## config.mk

```make
export PLATFORM = sky130hd
export DESIGN_NAME = uas_ctrl
export DESIGN_NICKNAME = d
export VERILOG_FILES = /design/src/sv/uas_pkg.sv /design/src/sv/uas_ctrl.sv
export SDC_FILE = /design/constraint.sdc
export NUM_CORES = 1
export LEC_CHECK = 0
export ABC_AREA = 0
export BUFFER_PORTS_ARGS = -buffer_cell sky130_fd_sc_hd__buf_4
export CAP_MARGIN = 25
export CORE_MARGIN = 5
export CORE_UTILIZATION = 47
export CTS_CLUSTER_SIZE = 24
export DETAILED_ROUTE_END_ITERATION = 8
export PLACE_DENSITY = 0.84
export REMOVE_ABC_BUFFERS = 1
export SKIP_CTS_REPAIR_TIMING = 1
export SYNTH_ARGS = -nofsm -noshare
export SYNTH_HDL_FRONTEND = slang
export SYNTH_SLANG_ARGS = --single-unit
```

## constraint.sdc

```tcl
create_clock -name clk -period 3.33 [get_ports clk]
set_clock_uncertainty 0.05 [all_clocks]
set_input_delay 0.666 -clock clk [delete_from_list [all_inputs] [get_ports clk]]
set_output_delay 0.666 -clock clk [all_outputs]
set_load 0.01 [all_outputs]
```

## src/sv/uas_pkg.sv

```systemverilog
// Shared types and constants of the undirected adjacency store.
// Used by the controller, the datapath, the top level and the checker.
package uas_pkg;

	localparam int NODES      = 64;
	localparam int MAX_DEGREE = 16;

	localparam int NODE_W    = 6;
	localparam int STATUS_W  = 2;
	localparam int DEG_OUT_W = 5;

	localparam int NODE_AW = (NODES > 1) ? $clog2(NODES) : 1;
	localparam int DEG_W   = $clog2(MAX_DEGREE + 1);
	localparam int ADDR_W  = ((NODES * MAX_DEGREE) > 1) ? $clog2(NODES * MAX_DEGREE) : 1;

	localparam logic [1:0] MODE_ADD  = 2'd0;
	localparam logic [1:0] MODE_DEL  = 2'd1;
	localparam logic [1:0] MODE_QRY  = 2'd2;
	localparam logic [1:0] MODE_LIST = 2'd3;

	localparam logic [STATUS_W-1:0] ST_DONE = 2'd0;
	localparam logic [STATUS_W-1:0] ST_NOT  = 2'd1;
	localparam logic [STATUS_W-1:0] ST_FULL = 2'd2;

	typedef struct packed {
		logic [1:0]        mode;
		logic [NODE_W-1:0] node_x;
		logic [NODE_W-1:0] node_y;
	} op_t;

	typedef struct packed {
		logic [STATUS_W-1:0]  status;
		logic [NODE_W-1:0]    neighbour;
		logic                 neighbour_valid;
		logic [DEG_OUT_W-1:0] degree;
		logic                 last;
	} res_t;

	typedef struct packed {
		logic                load_item;
		logic                deg_rd;
		logic                deg_rd_y;
		logic                cap_dx;
		logic                cap_dy;
		logic                idx_clr;
		logic                idx_inc;
		logic                side_set;
		logic                nt_rd;
		logic                nt_rd_nxt;
		logic                append;
		logic                shift_wr;
		logic                deg_dec;
		logic                set_hit;
		logic                set_st;
		logic [STATUS_W-1:0] st;
		logic                emit;
		logic                emit_nb;
	} uas_cmd_t;

	typedef struct packed {
		logic [1:0] mode;
		logic       ok;
		logic       x_ok;
		logic       same;
		logic       hit;
		logic       hit_q;
		logic       idx_end;
		logic       shift_end;
		logic       full;
		logic       side;
		logic       dx_zero;
		logic       list_last;
		logic       out_free;
	} uas_sts_t;

endpackage

```

## src/sv/uas_ctrl.sv

```systemverilog
// Sequencer of the adjacency store: walks degree reads, list search, shift,
// append and result beats. Commands uas_datapath; uses uas_pkg.
module uas_ctrl (
	input  logic              clk,
	input  logic              arst_n,
	input  logic              op_valid,
	output logic              op_stall,
	input  uas_pkg::uas_sts_t sts,
	output uas_pkg::uas_cmd_t cmd
);
	import uas_pkg::*;

	localparam logic [3:0] S_IDLE = 4'd0;
	localparam logic [3:0] S_DX   = 4'd1;
	localparam logic [3:0] S_DY   = 4'd2;
	localparam logic [3:0] S_DYW  = 4'd3;
	localparam logic [3:0] S_SRD  = 4'd4;
	localparam logic [3:0] S_SCMP = 4'd5;
	localparam logic [3:0] S_SEND = 4'd6;
	localparam logic [3:0] S_AP   = 4'd7;
	localparam logic [3:0] S_SHR  = 4'd8;
	localparam logic [3:0] S_SHW  = 4'd9;
	localparam logic [3:0] S_SHE  = 4'd10;
	localparam logic [3:0] S_LRD  = 4'd11;
	localparam logic [3:0] S_LEM  = 4'd12;
	localparam logic [3:0] S_OUT  = 4'd13;

	logic [3:0] state_q, state_nxt;

	assign op_stall = state_q != S_IDLE;

	always_comb begin
		cmd       = '0;
		state_nxt = state_q;
		unique case (state_q)
			S_IDLE: begin
				if (op_valid) begin
					cmd.load_item = 1'b1;
					state_nxt     = S_DX;
				end
			end
			S_DX: begin
				cmd.deg_rd = 1'b1;
				state_nxt  = S_DY;
			end
			S_DY: begin
				cmd.cap_dx   = 1'b1;
				cmd.deg_rd   = 1'b1;
				cmd.deg_rd_y = 1'b1;
				state_nxt    = S_DYW;
			end
			S_DYW: begin
				cmd.cap_dy  = 1'b1;
				cmd.idx_clr = 1'b1;
				if (sts.mode == MODE_LIST) begin
					if (sts.dx_zero) begin
						cmd.set_st = 1'b1;
						cmd.st     = sts.x_ok ? ST_DONE : ST_NOT;
						state_nxt  = S_OUT;
					end else begin
						state_nxt = S_LRD;
					end
				end else if (!sts.ok) begin
					cmd.set_st = 1'b1;
					cmd.st     = ST_NOT;
					state_nxt  = S_OUT;
				end else begin
					state_nxt = S_SRD;
				end
			end
			S_SRD: begin
				if (sts.idx_end) begin
					state_nxt = S_SEND;
				end else begin
					cmd.nt_rd = 1'b1;
					state_nxt = S_SCMP;
				end
			end
			S_SCMP: begin
				if (sts.hit) begin
					cmd.set_hit = 1'b1;
					state_nxt   = S_SEND;
				end else begin
					cmd.idx_inc = 1'b1;
					state_nxt   = S_SRD;
				end
			end
			S_SEND: begin
				if (sts.side) begin
					// second half of a remove: x is already gone
					if (sts.hit_q) begin
						state_nxt = S_SHR;
					end else begin
						cmd.set_st = 1'b1;
						cmd.st     = ST_DONE;
						state_nxt  = S_OUT;
					end
				end else begin
					case (sts.mode)
						MODE_ADD: begin
							if (sts.same || sts.hit_q) begin
								cmd.set_st = 1'b1;
								cmd.st     = ST_NOT;
								state_nxt  = S_OUT;
							end else if (sts.full) begin
								cmd.set_st = 1'b1;
								cmd.st     = ST_FULL;
								state_nxt  = S_OUT;
							end else begin
								state_nxt = S_AP;
							end
						end
						MODE_DEL: begin
							if (sts.hit_q) begin
								state_nxt = S_SHR;
							end else begin
								cmd.set_st = 1'b1;
								cmd.st     = ST_NOT;
								state_nxt  = S_OUT;
							end
						end
						default: begin
							cmd.set_st = 1'b1;
							cmd.st     = sts.hit_q ? ST_DONE : ST_NOT;
							state_nxt  = S_OUT;
						end
					endcase
				end
			end
			S_AP: begin
				cmd.append = 1'b1;
				if (sts.side) begin
					cmd.set_st = 1'b1;
					cmd.st     = ST_DONE;
					state_nxt  = S_OUT;
				end else begin
					cmd.side_set = 1'b1;
				end
			end
			S_SHR: begin
				if (sts.shift_end) begin
					state_nxt = S_SHE;
				end else begin
					cmd.nt_rd_nxt = 1'b1;
					state_nxt     = S_SHW;
				end
			end
			S_SHW: begin
				cmd.shift_wr = 1'b1;
				cmd.idx_inc  = 1'b1;
				state_nxt    = S_SHR;
			end
			S_SHE: begin
				cmd.deg_dec = 1'b1;
				if (sts.side) begin
					cmd.set_st = 1'b1;
					cmd.st     = ST_DONE;
					state_nxt  = S_OUT;
				end else begin
					cmd.side_set = 1'b1;
					cmd.idx_clr  = 1'b1;
					state_nxt    = S_SRD;
				end
			end
			S_LRD: begin
				cmd.nt_rd = 1'b1;
				state_nxt = S_LEM;
			end
			S_LEM: begin
				if (sts.out_free) begin
					cmd.emit_nb = 1'b1;
					if (sts.list_last) begin
						state_nxt = S_IDLE;
					end else begin
						cmd.idx_inc = 1'b1;
						state_nxt   = S_LRD;
					end
				end
			end
			S_OUT: begin
				if (sts.out_free) begin
					cmd.emit  = 1'b1;
					state_nxt = S_IDLE;
				end
			end
			default: state_nxt = S_IDLE;
		endcase
	end

	always_ff @(posedge clk or negedge arst_n) begin
		if (!arst_n)
			state_q <= S_IDLE;
		else
			state_q <= state_nxt;
	end

endmodule

```

==> results.json, run 1 <==
{
  "synth_cell_types": 41,
  "place_area_um2": 907,
  "wire_per_inst_um": 15.2,
  "nFillCells": 133,
  "status": "completed",
  "synth_flop_cell": "dfrtp_1",
  "critical_path.startpoint_type": "flop",
  "ys_ff_latch": 4,
  "path_clk_slew_ns": 0.04,
  "cp.arrival_ns": 1.93,
  "p_leak_nw": 0.409,
  "synth_top_family_by_area": "simple AND/OR/NAND/NOR gates",
  "synthAdderAreaFrac_pct": 0,
  "pin_count": 37,
  "routed_wl_um": 2170,
  "seqPwrFrac_pct": 22.7,
  "finalPower_w": 0.000667,
  "crit_path_start": "state_q[1]$_DFFE_PN0P_",
  "synth-edff-count": 0,
  "slew_headroom_pct": 63.6,
  "grtUsageTotal_pct": 20.5,
  "cts_tree": "built",
  "pwr-share-comb_pct": 68.2,
  "ant_nets": 0,
  "dp_slack_ns": 0.773,
  "worstMarginPinSlew_ns": 0.547,
  "intPower_w": 0.000322,
  "fp.dieW_um": 47.8,
  "area_growth_pct": 38.6,
  "synthMuxAreaShare_pct": 1.68,
  "dr.pass1.iters": 4,
  "yosys.area.top_type_share_pct": 14.9,
  "synth-xor-area-share_pct": 0,
  "grt-ovfl-total": 0,
  "largest_reg_flops": 4,
  "layout_common_cells": "buf_4, nand2_1, nor2_1",
  "ys_warn_count": 0,
  "yosysSeqAreaShare_pct": 14.9,
  "grt_pass1_vias": 795,
  "top_regs": "state_q x4",
  "layout_commonest_cell": "buf_4",
  "p_clk_share_pct": 9.1,
  "fp.dieArea_mm2": 0.00228,
  "diodes": 0,
  "r2r-start": "state_q[1]$_DFFE_PN0P_",
  "fmax_mhz": 379,
  "async_flop_share_pct": 100,
  "ctsHtreeMaxLevel": 1,
  "core_area_mm2": 0.00132,
  "power.switching_w": 0.000345,
  "hold-worst-slack_ns": 0.168,
  "critPathKind": "flop to primary output",
  "grt_first_pass_wirelength_um": 3420,
  "gp_congestion": 0.896,
  "maxCapViolations": 0,
  "hpwlAfterDp_um": 1710,
  "yosys.area_share.simple_pct": 36.9,
  "finalSetupViolCount": 0,
  "drive_above_1_share_pct": 35.2,
  "rsz0062_at_grt": "false",
  "switching_share_pct": 51.7,
  "final_net_count": 147,
  "cp.required_ns": 2.61,
  "grt_max_degree": 20,
  "avgSynthCellArea_um2": 6.91,
  "top_register": "state_q",
  "synth_largest_area_cell": "dfrtp_1",
  "synth.cell_area_um2": 671,
  "period_needed_ns": 2.64,
  "clk_path_buf_depth": 2,
  "cts_root_buf": "clkbuf_4",
  "io_buffers": 36,
  "rows": 13,
  "power_density_mw_per_mm2": 718,
  "worst_slack_ns": 0.688,
  "numCtsBuffers": 3,
  "hp-class": "primary input to asynchronous set/reset pin",
  "peakVddDrop_uv": 579,
  "worst-r2r-setup-slack_ns": 1.50,
  "clock-sinks": 4,
  "slew_viol_final": 0,
  "synthCells": 97,
  "hold_viol": 0,
  "cp_max_fo": 15,
  "endpoint_kind": "primary output",
  "clk_latency_ns": 0.24,
  "synth_compound_area_share_pct": 35.3,
  "route.detailed.vias_per_inst": 6.08,
  "antenna_found_initial": 0,
  "die_h_um": 47.8,
  "design_area_um2": 930,
  "synthTopCellsByArea": "dfrtp_1, nand2_1, o21ai_0",
  "first_iter_violations": 26,
  "post-route-period-util_pct": 79.3,
  "drc": 0,
  "vias": 869,
  "start_util_pct": 50.9,
  "fin_tns_setup_ns": 0
}
==> power groups by stage <==
stage	combinational, W	clock (W)	sequential, W
after floorplan	0.000287	0	0.000128
after global placement	0.000444	0	0.000149
after detailed placement	0.000455	0	0.000150
after CTS	0.000456	0.0000616	0.000149
after global routing	0.000505	0.0000685	0.000158
final	0.000455	0.0000605	0.000151
==> synthesized netlist by cell type (2+ instances only) <==
| cell | count |
|---|---|
| inv_1 | 5 |
| buf_2 | 3 |
| nand2_1 | 10 |
| o31ai_1 | 3 |
| o21ai_0 | 7 |
| nand2b_1 | 2 |
| nor3_2 | 2 |
| nor3_1 | 5 |
| a21boi_0 | 2 |
| o32ai_1 | 2 |
| dfrtp_1 | 4 |
| and3_1 | 2 |
| nor2_1 | 9 |
| nand3_1 | 4 |
| o21ai_1 | 2 |
| o22ai_1 | 2 |
| nor3b_1 | 3 |
| buf_4 | 3 |
| a21oi_1 | 3 |
| nor4_1 | 2 |
| nor2b_1 | 2 |
==> metal layers <==
layer,wire (um),up-vias,GRT usage [%]
li1,-,430,-
met1,908,394,26.8
met2,1050,45,36.1
met3,212,0,4.14
met4,0,0,1.61
met5,0,-,0
==> logic make-up (layout without fill, tap and decap cells) <==
logic type	after synthesis	in the layout
flops	4	4
simple gates	45	45
buf+inv	14	45
mux	1	1
compound gates	33	33
==> worst max-delay path, cell delays in order, from the launching register on <==
cell      delay (ns)
dfrtp_1         0.60
nand2b_1        0.34
nor3_1          0.38
nand2_1         0.10
o311ai_1        0.10
buf_4           0.17
==> per-stage QoR <==
stage          instances  utilization (%)
2_1_floorplan         89                -
3_3_place_gp         140             68.9
3_5_place_dp         140             68.9
4_1_cts              143             70.6
5_1_grt              143             70.6
6_report             143             70.6
==> worst paths after layout <==
check / to / cells past startpoint
hold reg to reg: state_q[0]$_DFFE_PN0P_ / 2
min in group clk: state_q[3]$_DFFE_PN0P_ / 2
setup / recovery: cmd[4] / 5
hold / removal: state_q[1]$_DFFE_PN0P_ / 1
setup reg to reg: state_q[3]$_DFFE_PN0P_ / 4
max in group asynchronous: state_q[3]$_DFFE_PN0P_ / 1
==> cell type report <==
type	instances	area (um^2)	area share, %
tap	15	18.8	2.02
inverter	6	22.5	2.42
sequential	4	100	10.8
timing repair buffer	36	270	29.1
clock buffer	3	22.5	2.42
multi-input combinational	79	495	53.3
(Power assumes the default switching activity.)
==> run 2: changes to the inputs <==
- ABC_AREA: 0 -> 1
- CORE_UTILIZATION: 47 -> 42
- PLACE_DENSITY: 0.84 -> 0.77
- clock period: 3.33 -> 2.7 ns (I/O delays scaled with it)
==> run 2 against run 1 <==
Net effect:
- clock power grew 20%
- combinational power grew 26%
- die area grew 4.4%
- non-clock buffer count unchanged
- utilization fell by 6.8 points
- flip-flop and latch count did not move
==> results.json, run 2 <==
{
  "slew_headroom_pct": 74.6,
  "rsz0062_at_grt": "false",
  "maxCapViolations": 0,
  "gp_congestion": 0.846,
  "yosys.area.top_type_share_pct": 26.1,
  "synth_cell_types": 18,
  "synth_largest_area_cell": "nand2_1",
  "fmax_mhz": 456,
  "ys_warn_count": 0,
  "cp_max_fo": 7,
  "critPathKind": "flop to primary output",
  "cts_root_buf": "clkbuf_4",
  "antenna_found_initial": 0,
  "numCtsBuffers": 3,
  "fin_util_pct": 63.8,
  "cp_num_buf_inv": 2,
  "layout.cells.non_filler": 181,
  "cpMostUsedCell": "nor2_2",
  "endpoint_kind": "primary output",
  "avgSynthCellArea_um2": 4.99,
  "peakVddDrop_uv": 521,
  "vias": 894,
  "post-route-period-util_pct": 81.3,
  "top_regs": "state_q x4",
  "grt_first_pass_wirelength_um": 3510,
  "fp.dieArea_mm2": 0.00238,
  "drive_above_1_share_pct": 29.7,
  "grt_max_degree": 8,
  "grtUsageTotal_pct": 17.4,
  "yosys-top-cells-count": "nand2_1, nor2_1, inv_1, nand3_1",
  "synth_most_common_cell": "nand2_1",
  "first_iter_violations": 22,
  "yosysSeqAreaShare_pct": 15.8,
  "path_clk_slew_ns": 0.04,
  "finalPower_w": 0.000781,
  "async_flop_share_pct": 100,
  "synth-edff-count": 0,
  "place_area_um2": 916,
  "synth.cell_area_um2": 633,
  "synth_flop_cell": "dfrtp_1",
  "area_growth_pct": 48.2,
  "cp_slowest_cell": "dfrtp_1",
  "worstRegToRegCells": 6,
  "worst-r2r-setup-slack_ns": 1.20,
  "clock-sinks": 4,
  "r2r-start": "state_q[1]$_DFFE_PN0P_",
  "largest_reg_flops": 4,
  "synthTopCellsByArea": "nand2_1, dfrtp_1, nor2_1",
  "top_register": "state_q",
  "hp-class": "primary input to asynchronous set/reset pin",
  "hpwlAfterDp_um": 1740,
  "cts_tree": "built",
  "final_net_count": 184,
  "cp.arrival_ns": 1.61,
  "p_leak_nw": 0.572,
  "routed_wl_um": 1990,
  "ys_ff_latch": 4,
  "max_stage_delay_ns": 0.44,
  "fp.dieW_um": 48.8,
  "core_area_mm2": 0.00147,
  "power_density_mw_per_mm2": 833,
  "design_area_um2": 938,
  "hold_viol": 0,
  "io_buffers": 36,
  "layout_common_cells": "nand2_1, buf_4, nor2_1",
  "wire_per_inst_um": 11.0,
  "grt-ovfl-total": 0,
  "die_h_um": 48.8,
  "finalSetupViolCount": 0,
  "ant_nets": 0,
  "start_util_pct": 43.0,
  "crit_path_start": "state_q[3]$_DFFE_PN0P_",
  "route.detailed.vias_per_inst": 4.94,
  "critical_path.cell_chain": "nor2_2 > inv_2 > nor2_2 > o21ai_1 > nor2_1 > nand2_1 > o21ai_0 > buf_4",
  "clk_path_buf_depth": 2,
  "grt_pass1_vias": 850,
  "dr.pass1.iters": 4,
  "dp.cells": 178,
  "synthCells": 127,
  "cp.required_ns": 2.11,
  "slew_viol_final": 0,
  "ctsHtreeMaxLevel": 1,
  "rows": 14,
  "layout_commonest_cell": "nand2_1",
  "pin_count": 37,
  "diodes": 0,
  "drc": 0,
  "period_needed_ns": 2.20,
  "status": "completed",
  "fin_tns_setup_ns": 0,
  "critical_path.startpoint_type": "flop",
  "cpLargestDelayFamily": "simple AND/OR/NAND/NOR gates",
  "cp.depth": 8,
  "worstMarginPinSlew_ns": 0.379,
  "clk_latency_ns": 0.23
}
## run 2: cell count changes in the layout (fill, tap and decap cells not counted), sizes merged, moves of 3 or more
cell   change
nor3       -5
nand3      +8
nand2     +34
inv       +17
nor2      +18
o31ai      -3
## run 2: final timing paths
check	end
worst max-delay path	cmd[2]
max in group asynchronous	state_q[1]$_DFFE_PN0P_
worst min register to register	state_q[0]$_DFFE_PN0P_
min in group clk	state_q[0]$_DFFE_PN0P_
worst min-delay path	state_q[3]$_DFFE_PN0P_
worst max register to register	state_q[3]$_DFFE_PN0P_
## run 2: cell families after synthesis
| kind of cell | count (synthesis) | share of synthesized area (%) |
|---|---|---|
| and+or+nand+nor | 88 | 59.5 |
| DFF | 4 | 15.8 |
| buffers and inverters | 24 | 14.8 |
| AOI/OAI and AO/OA | 11 | 9.88 |
## run 2: cell type report
class / instances / area (um^2)
fillers: 159 / 533
multi-input cells: 99 / 439
repair buffers: 36 / 270
flip-flops and latches: 4 / 100
inverters: 23 / 86.3
clock buffers: 3 / 22.5
well taps: 16 / 20.0
## run 2: through the flow
stage	setup WS, ns	hold slack (ns)
2_1_floorplan	0.875	0.194
3_3_place_gp	0.806	0.286
3_5_place_dp	0.755	0.288
4_1_cts	0.502	0.0374
5_1_grt	0.334	0.0237
6_report	0.505	0.0438
## run 2: metal layers
metal	vias to the layer above	global-route usage [%]	wire length, um
met5	-	0	0
met4	0	2.24	0
met3	0	5.50	110
met2	23	30.2	994
met1	394	21.4	888
li1	477	-	-
## run 2: power breakdown
| group | internal, W | leakage, nW | switching (W) | total (W) |
|---|---|---|---|---|
| Sequential | 0.0000900 | 0.0503 | 0.0000434 | 0.000133 |
| Clock | 0.0000496 | 0.0138 | 0.0000231 | 0.0000727 |
| Combinational | 0.000226 | 0.508 | 0.000349 | 0.000575 |
| Total | 0.000366 | 0.572 | 0.000415 | 0.000781 |
